$ cat config.mk
export PLATFORM = sky130hd
export DESIGN_NAME = alignment_column_consensus
export DESIGN_NICKNAME = d
export VERILOG_FILES = /design/src/acc_pkg.sv /design/src/alignment_column_consensus.sv /design/src/acc_fifo.sv /design/src/acc_front.sv /design/src/acc_back.sv
export SDC_FILE = /design/constraint.sdc
export NUM_CORES = 1
export LEC_CHECK = 0
export ABC_AREA = 1
export BUFFER_PORTS_ARGS = -buffer_cell sky130_fd_sc_hd__buf_2
export CAP_MARGIN = 10
export CORE_UTILIZATION = 23
export DETAILED_ROUTE_END_ITERATION = 10
export HOLD_SLACK_MARGIN = 0.12
export PLACE_DENSITY = 0.44
export SKIP_CTS_REPAIR_TIMING = 1
export SLEW_MARGIN = 20
export SYNTH_ARGS = -nofsm -noshare
export SYNTH_HDL_FRONTEND = slang
export SYNTH_SLANG_ARGS = --single-unit
$ cat constraint.sdc
create_clock -name clk -period 4.42 [get_ports clk]
set_input_delay 0.663 -clock clk [delete_from_list [all_inputs] [get_ports clk]]
set_output_delay 0.663 -clock clk [all_outputs]
set_load 0.005 [all_outputs]
$ cat src/acc_pkg.sv
// ----------------------------------------------------------------------------
// acc_pkg
// shared types, constants and character helpers of the column consensus block
// ----------------------------------------------------------------------------
`default_nettype none

package acc_pkg;

  localparam int unsigned CFG_ADDR_W      = 3;
  localparam int unsigned CFG_DATA_W      = 32;
  localparam int unsigned MID_DEPTH_LOG2  = 2;
  localparam int unsigned OUT_DEPTH_LOG2  = 1;

  // register indexes (word address)
  localparam logic REG_AMBIGUITY_MODE = 1'b0;

  localparam logic [7:0] CHAR_GAP   = 8'h2d;  // '-'
  localparam logic [7:0] CHAR_MASK  = 8'h4e;  // 'N'
  localparam logic [7:0] CHAR_U     = 8'h55;  // 'U'
  localparam logic [7:0] CHAR_T     = 8'h54;  // 'T'
  localparam logic [7:0] CHAR_LC_A  = 8'h61;  // 'a'
  localparam logic [7:0] CHAR_LC_Z  = 8'h7a;  // 'z'
  localparam logic [7:0] CASE_DELTA = 8'h20;

  localparam logic [3:0] SET_NONE = 4'b0000;
  localparam logic [3:0] SET_A    = 4'b0001;
  localparam logic [3:0] SET_T    = 4'b0010;
  localparam logic [3:0] SET_C    = 4'b0100;
  localparam logic [3:0] SET_G    = 4'b1000;

  // one classified character travelling from front to back
  typedef struct packed {
    logic [7:0] sym;
    logic       gap;
    logic [3:0] bset;
    logic       last;
  } acc_item_t;

  // one finished column
  typedef struct packed {
    logic [7:0] sym;
    logic       bad;
  } acc_result_t;

  function automatic logic [7:0] clean_symbol(input logic [7:0] c);
    logic [7:0] u;
    u = c;
    if (c >= CHAR_LC_A && c <= CHAR_LC_Z) begin
      u = c - CASE_DELTA;
    end
    if (u == CHAR_U) begin
      u = CHAR_T;
    end
    return u;
  endfunction

  function automatic logic [3:0] code_set(input logic [7:0] c);
    logic [3:0] s;
    unique case (c)
      8'h41:   s = SET_A;                         // A
      8'h54:   s = SET_T;                         // T
      8'h43:   s = SET_C;                         // C
      8'h47:   s = SET_G;                         // G
      8'h52:   s = SET_A | SET_G;                 // R
      8'h59:   s = SET_C | SET_T;                 // Y
      8'h4b:   s = SET_G | SET_T;                 // K
      8'h4d:   s = SET_A | SET_C;                 // M
      8'h53:   s = SET_C | SET_G;                 // S
      8'h57:   s = SET_A | SET_T;                 // W
      8'h42:   s = SET_C | SET_G | SET_T;         // B
      8'h44:   s = SET_A | SET_G | SET_T;         // D
      8'h48:   s = SET_A | SET_C | SET_T;         // H
      8'h56:   s = SET_A | SET_C | SET_G;         // V
      8'h4e:   s = SET_A | SET_C | SET_G | SET_T; // N
      default: s = SET_NONE;
    endcase
    return s;
  endfunction

  function automatic logic [7:0] set_letter(input logic [3:0] s);
    logic [7:0] c;
    unique case (s)
      4'd1:    c = 8'h41; // A
      4'd2:    c = 8'h54; // T
      4'd3:    c = 8'h57; // W
      4'd4:    c = 8'h43; // C
      4'd5:    c = 8'h4d; // M
      4'd6:    c = 8'h59; // Y
      4'd7:    c = 8'h48; // H
      4'd8:    c = 8'h47; // G
      4'd9:    c = 8'h52; // R
      4'd10:   c = 8'h4b; // K
      4'd11:   c = 8'h44; // D
      4'd12:   c = 8'h53; // S
      4'd13:   c = 8'h56; // V
      4'd14:   c = 8'h42; // B
      default: c = CHAR_MASK;
    endcase
    return c;
  endfunction

endpackage

`default_nettype wire

$ cat src/alignment_column_consensus.sv
// ----------------------------------------------------------------------------
// alignment_column_consensus
// per-column consensus of an alignment, strict or IUPAC ambiguity union
// ----------------------------------------------------------------------------
// result path: the last word of a column goes through the middle queue, its
//   result into the output queue, shown (empty low) when none waits ahead
// throughput: one word per cycle while the output queue has room, set by the
//   column fold in the back end; the two queues let either side stall on its own
// reset (rst_n low, synchronous): queues empty, column state cleared,
//   ambiguity_mode back to strict
`default_nettype none

module alignment_column_consensus #(
  parameter int unsigned MID_DEPTH_LOG2 = acc_pkg::MID_DEPTH_LOG2,
  parameter int unsigned OUT_DEPTH_LOG2 = acc_pkg::OUT_DEPTH_LOG2
) (
  input  wire logic                           clk,
  input  wire logic                           rst_n,
  // character words
  input  wire logic                           push,
  output logic                                full,
  input  wire logic [7:0]                     in_symbol,
  input  wire logic                           in_column_end,
  // consensus words
  output logic                                empty,
  input  wire logic                           pop,
  output logic [7:0]                          out_consensus_symbol,
  output logic                                out_bad_symbol,
  // configuration
  input  wire logic                           psel,
  input  wire logic                           penable,
  input  wire logic                           pwrite,
  input  wire logic [acc_pkg::CFG_ADDR_W-1:0] paddr,
  input  wire logic [acc_pkg::CFG_DATA_W-1:0] pwdata,
  output logic      [acc_pkg::CFG_DATA_W-1:0] prdata,
  output logic                                pready
);

  import acc_pkg::*;

  logic      mode_r;
  logic      reg_sel;
  logic      cfg_wr;
  acc_item_t item;
  logic      item_empty;
  logic      item_pop;

  // ---------------------------------------------------------------------------
  // register port: one register at byte 0, the word index is paddr[2]
  // low address bits are byte lanes and are ignored
  // ---------------------------------------------------------------------------
  assign pready  = 1'b1;
  assign reg_sel = (paddr[2] == REG_AMBIGUITY_MODE);
  assign cfg_wr  = psel && penable && pwrite && pready;

  always_ff @(posedge clk) begin
    if (!rst_n) begin
      mode_r <= 1'b0;
    end else if (cfg_wr && reg_sel) begin
      mode_r <= pwdata[0];
    end
  end

  // reads of an address beyond the register return zero
  assign prdata = reg_sel ? {{(CFG_DATA_W - 1){1'b0}}, mode_r} : '0;

  // ---------------------------------------------------------------------------
  // front end: upper-case, U to T, gap detect and base-set lookup, then queue
  // ---------------------------------------------------------------------------
  acc_front #(
    .DEPTH_LOG2 (MID_DEPTH_LOG2)
  ) u_front (
    .clk           (clk),
    .rst_n         (rst_n),
    .push          (push),
    .full          (full),
    .in_symbol     (in_symbol),
    .in_column_end (in_column_end),
    .item_pop      (item_pop),
    .item          (item),
    .item_empty    (item_empty)
  );

  // ---------------------------------------------------------------------------
  // back end: column fold and consensus decode; the mode is sampled when a
  // column closes; the user must change the register only while idle, which
  // the block itself does not enforce
  acc_back #(
    .DEPTH_LOG2 (OUT_DEPTH_LOG2)
  ) u_back (
    .clk                  (clk),
    .rst_n                (rst_n),
    .ambiguity_mode       (mode_r),
    .item                 (item),
    .item_empty           (item_empty),
    .item_pop             (item_pop),
    .pop                  (pop),
    .empty                (empty),
    .out_consensus_symbol (out_consensus_symbol),
    .out_bad_symbol       (out_bad_symbol)
  );

endmodule

`default_nettype wire

$ cat src/acc_fifo.sv
// ----------------------------------------------------------------------------
// acc_fifo
// small register queue with full/empty flags
// ----------------------------------------------------------------------------
`default_nettype none

module acc_fifo #(
  parameter int unsigned WIDTH      = 8,
  parameter int unsigned DEPTH_LOG2 = 1
) (
  input  wire logic             clk,
  input  wire logic             rst_n,
  input  wire logic             wr_en,
  input  wire logic [WIDTH-1:0] wr_data,
  output logic                  full,
  input  wire logic             rd_en,
  output logic      [WIDTH-1:0] rd_data,
  output logic                  empty
);

  localparam int unsigned DEPTH = 1 << DEPTH_LOG2;
  localparam logic [DEPTH_LOG2:0] FULL_CNT = (DEPTH_LOG2 + 1)'(DEPTH);

  logic [WIDTH-1:0]      entry_r [DEPTH];
  logic [DEPTH_LOG2-1:0] wr_ptr_r, wr_ptr_nxt;
  logic [DEPTH_LOG2-1:0] rd_ptr_r, rd_ptr_nxt;
  logic [DEPTH_LOG2:0]   count_r, count_nxt;
  logic                  do_wr, do_rd;

  assign full    = (count_r == FULL_CNT);
  assign empty   = (count_r == '0);
  assign do_wr   = wr_en && !full;
  assign do_rd   = rd_en && !empty;
  assign rd_data = entry_r[rd_ptr_r];

  always_comb begin
    wr_ptr_nxt = do_wr ? wr_ptr_r + 1'b1 : wr_ptr_r;
    rd_ptr_nxt = do_rd ? rd_ptr_r + 1'b1 : rd_ptr_r;
    count_nxt  = count_r;
    if (do_wr && !do_rd) begin
      count_nxt = count_r + 1'b1;
    end else if (do_rd && !do_wr) begin
      count_nxt = count_r - 1'b1;
    end
  end

  always_ff @(posedge clk) begin
    if (!rst_n) begin
      wr_ptr_r <= '0;
      rd_ptr_r <= '0;
      count_r  <= '0;
    end else begin
      wr_ptr_r <= wr_ptr_nxt;
      rd_ptr_r <= rd_ptr_nxt;
      count_r  <= count_nxt;
    end
  end

  always_ff @(posedge clk) begin
    if (do_wr) begin
      entry_r[wr_ptr_r] <= wr_data;
    end
  end

endmodule

`default_nettype wire

$ cat src/acc_front.sv
// ----------------------------------------------------------------------------
// acc_front
// accepts characters, cleans and classifies them into the middle queue
// ----------------------------------------------------------------------------
`default_nettype none

module acc_front #(
  parameter int unsigned DEPTH_LOG2 = acc_pkg::MID_DEPTH_LOG2
) (
  input  wire logic              clk,
  input  wire logic              rst_n,
  input  wire logic              push,
  output logic                   full,
  input  wire logic [7:0]        in_symbol,
  input  wire logic              in_column_end,
  input  wire logic              item_pop,
  output acc_pkg::acc_item_t     item,
  output logic                   item_empty
);

  import acc_pkg::*;

  acc_item_t  in_item;
  logic [7:0] clean;

  always_comb begin
    clean        = clean_symbol(in_symbol);
    in_item.sym  = clean;
    in_item.gap  = (clean == CHAR_GAP);
    in_item.bset = in_item.gap ? SET_NONE : code_set(clean);
    in_item.last = in_column_end;
  end

  acc_fifo #(
    .WIDTH      ($bits(acc_item_t)),
    .DEPTH_LOG2 (DEPTH_LOG2)
  ) u_mid_q (
    .clk     (clk),
    .rst_n   (rst_n),
    .wr_en   (push),
    .wr_data (in_item),
    .full    (full),
    .rd_en   (item_pop),
    .rd_data (item),
    .empty   (item_empty)
  );

endmodule

`default_nettype wire

$ cat src/acc_back.sv
// ----------------------------------------------------------------------------
// acc_back
// folds classified characters into the column state and emits the consensus
// ----------------------------------------------------------------------------
`default_nettype none

module acc_back #(
  parameter int unsigned DEPTH_LOG2 = acc_pkg::OUT_DEPTH_LOG2
) (
  input  wire logic               clk,
  input  wire logic               rst_n,
  input  wire logic               ambiguity_mode,
  input  wire acc_pkg::acc_item_t item,
  input  wire logic               item_empty,
  output logic                    item_pop,
  input  wire logic               pop,
  output logic                    empty,
  output logic [7:0]              out_consensus_symbol,
  output logic                    out_bad_symbol
);

  import acc_pkg::*;

  logic        started_r, started_nxt;
  logic [7:0]  ref_r, ref_nxt;
  logic        mis_r, mis_nxt;
  logic        gap_r, gap_nxt;
  logic [3:0]  set_r, set_nxt;
  logic        inv_r, inv_nxt;
  logic        out_full;
  logic        res_push;
  acc_result_t res, res_head;

  assign item_pop = !item_empty && !out_full;
  assign res_push = item_pop && item.last;

  always_comb begin
    // column state including this word
    gap_nxt     = gap_r | item.gap;
    inv_nxt     = inv_r | (!item.gap && item.bset == SET_NONE);
    ref_nxt     = started_r ? ref_r : item.sym;
    mis_nxt     = mis_r | (started_r && item.sym != ref_r);
    set_nxt     = set_r | item.bset;
    started_nxt = 1'b1;

    res.bad = 1'b0;
    priority if (gap_nxt) begin
      res.sym = CHAR_GAP;
    end else if (!ambiguity_mode) begin
      res.sym = mis_nxt ? CHAR_MASK : ref_nxt;
    end else if (inv_nxt || set_nxt == SET_NONE) begin
      res.sym = CHAR_MASK;
      res.bad = 1'b1;
    end else begin
      res.sym = set_letter(set_nxt);
    end
  end

  always_ff @(posedge clk) begin
    if (!rst_n) begin
      started_r <= 1'b0;
      ref_r     <= '0;
      mis_r     <= 1'b0;
      gap_r     <= 1'b0;
      set_r     <= SET_NONE;
      inv_r     <= 1'b0;
    end else if (item_pop) begin
      if (item.last) begin
        started_r <= 1'b0;
        ref_r     <= '0;
        mis_r     <= 1'b0;
        gap_r     <= 1'b0;
        set_r     <= SET_NONE;
        inv_r     <= 1'b0;
      end else begin
        started_r <= started_nxt;
        ref_r     <= ref_nxt;
        mis_r     <= mis_nxt;
        gap_r     <= gap_nxt;
        set_r     <= set_nxt;
        inv_r     <= inv_nxt;
      end
    end
  end

  acc_fifo #(
    .WIDTH      ($bits(acc_result_t)),
    .DEPTH_LOG2 (DEPTH_LOG2)
  ) u_out_q (
    .clk     (clk),
    .rst_n   (rst_n),
    .wr_en   (res_push),
    .wr_data (res),
    .full    (out_full),
    .rd_en   (pop),
    .rd_data (res_head),
    .empty   (empty)
  );

  assign out_consensus_symbol = res_head.sym;
  assign out_bad_symbol       = res_head.bad;

endmodule

`default_nettype wire
==> impl_metrics.yaml <==
logic_synthesis:
  synthTopCellsByArea: "edfxtp_1 (40%), dfxtp_1 (11%), nand2_1 (11%)"
  synth_edf_count: 74
  avgSynthCellArea_sq_um: 8.85
  synth-async-reset-ratio_pct: 0
  yosys_warnings: 0
  synth_area_sq_um: 5550
  ys_types: 39
  yosysTopAreaCell: "edfxtp_1"
  ys.flop_type: "edfxtp_1"
  yosysMostFrequentCell: "nand2_1"
  syn_inst: 627
  synth_common_cells: "nand2_1 (157), edfxtp_1 (74), inv_1 (66)"
  synth.ff_latch_count: 105
  synth_top_area_share_pct: 40.1
  yosysSeqAreaShare_pct: 51.2
cts:
  cts_buffers: 9
  cts_tree: "built"
  clock_sinks: 105
  clk_pin_slew_ns: 0.07
  cts_root_buffer: "clkbuf_16"
  htreeDepth: 3
  clk_path_buf_depth: 2
  clk_latency_ns: 0.35
critical_path:
  path_max_fanout: 15
  r2r_slack_ns: 1.58
  critPathLaunchType: "flip-flop"
  cp_data_required_time_ns: 4.39
  path_class: "reg2reg"
  arrival_ns: 2.81
  cp-end-kind: "flip-flop"
timing:
  timing.hold.ws_ns: 0.453
  max_slew_margin_pct: 39.6
  period_minus_slack_ns: 2.84
  min_period_over_period_pct: 64.3
  tightest_slew_ns: 0.905
  hold_violations: 0
  setup_tns_ns: 0
  fmax_mhz: 352
  finalMaxSlewViolations: 0
  setup_viol: 0
  grt_setup_unrepaired: "no"
  fin_skew_ns: 0.00995
floorplan:
  io-pin-count: 95
  initial_core_util_pct: 23.6
  die_w_um: 157
  chipHeight_um: 157
  dieArea_sq_um: 24700
  placementRows: 56
  core-area_sq_um: 23500
drt:
  wl_per_cell_um: 11.6
  vias: 3798
  drcViolationCount: 0
  drtPass1Iterations: 4
  viasPerCell: 3.90
  finalWirelength_um: 11300
  drt_iter0_markers: 234
  drtAntennaViolNets: 0
pwr:
  powerDensity_nw_per_um2: 645
  irDropWorstVdd_mv: 0.222
  leakagePower_uw: 0.00251
finish:
  diodes: 0
  drive_gt1_share_pct: 14.9
  area_growth_pct: 11.0
  fin_nets: 716
run_status:
  outcome: "completed"
min_path:
  hold_class: "reg2reg"
placement:
  port_buffers: 29
  hpwl_um: 8100
  gp_congestion: 0.768
grt:
  grt_first_pass_wirelength_um: 18400
  grt_max_degree: 22
  gr-total-overflow: 0
  grt_pass1_vias: 3493
  antenna_found_initial: 0
  grtUsageTotal_pct: 9.73
flow_run:
  cap_violations: 0
[per-layer routing]
| layer | wire length (um) | global-route usage, % |
|---|---|---|
| met4 | 103 | 2.91 |
| met3 | 359 | 2.18 |
| met5 | 0 | 0 |
| met2 | 4970 | 15.2 |
| met1 | 5890 | 13.3 |
[registers in the layout, indices dropped and copies added (netlist names), named ones only]
signal,count
u_front.u_mid_q.count_r,3
u_back.mis_r,1
u_front.u_mid_q.wr_ptr_r,2
u_back.gap_r,1
u_back.u_out_q.rd_ptr_r,1
u_front.u_mid_q.rd_ptr_r,2
mode_r,1
u_back.u_out_q.wr_ptr_r,1
u_back.set_r,4
u_back.started_r,1
u_back.ref_r,8
u_back.u_out_q.count_r,2
u_front.u_mid_q.entry_r,56
u_back.inv_r,1
u_back.u_out_q.entry_r,18
[area by class of cell]
type / count / area, sq um
Fill cell: 2582 / 17400
Clock buffer: 12 / 246
Multi-Input combinational cell: 427 / 2180
Clock inverter: 4 / 30.0
Tap cell: 319 / 399
Inverter: 75 / 282
Sequential cell: 105 / 2840
Timing Repair Buffer: 33 / 175
[cells by family (layout without fill, tap and decap cells)]
logic type	Yosys count	after routing	synth area share [%]
fa+ha+maj	14	14	3.29
compound gates	67	67	7.04
simple gates	303	303	24.5
mux	9	9	1.83
flops	105	105	51.2
xor+xnor	2	2	0.316
other cells	2	32	0.135
buf+inv	125	124	11.7
[per-stage QoR]
stage	instance area, sq um	utilization [%]	worst slack (ns)	instances	total power, uW
global route	6160	26.1	1.26	975	4350
detailed placement	5880	25.0	1.45	959	3270
global placement	5880	25.0	1.48	959	3260
CTS	6160	26.1	1.43	975	4030
finish	6160	26.1	1.58	975	3970
floorplan	5660	-	2.21	657	2840
[where the power goes]
group | internal [uW] | total [uW] | switching (uW)
Clock | 400 | 749 | 349
Combinational | 592 | 1750 | 1150
Sequential | 1330 | 1480 | 150
Total | 2320 | 3970 | 1650
[worst max-delay path, stage by stage (launching register included)]
cell and delay, ns:
dfxtp_1 0.75, inv_2 0.32, nand3_1 0.25, nand2_1 0.12
nor2_1 0.28, inv_1 0.09, nor2_1 0.65
[layout by cell type (no fill, tap or decap), types with 2 or more instances in the layout]
cell type / count
nand4_1: 12
ha_1: 13
nor3_1: 2
mux2_2: 9
dfxtp_1: 31
conb_1: 32
clkbuf_16: 9
or2_2: 2
nand3_2: 4
a211oi_1: 2
a21oi_2: 2
nor2_1: 49
buf_2: 29
edfxtp_1: 74
a21oi_1: 25
xor2_1: 2
nand3_1: 52
buf_4: 4
inv_2: 9
nand2_2: 7
inv_1: 66
nand2_4: 3
nand3b_1: 2
clkbuf_1: 2
o21ai_1: 6
nand2_1: 157
clkinv_4: 2
nor2_4: 4
o21ai_0: 25
nor2_2: 8
[final timing paths]
path	endpoint	cells after the start	startpoint
worst max-delay path	u_back.u_out_q.entry_r[1][8]	6	flip-flop
worst min-delay path	u_back.set_r[2]	2	u_back.set_r[2]
worst max register to register	u_back.u_out_q.entry_r[1][8]	6	flip-flop
worst min register to register	u_back.set_r[2]	2	u_back.set_r[2]
Note: power is estimated with default switching activity, not from simulation.
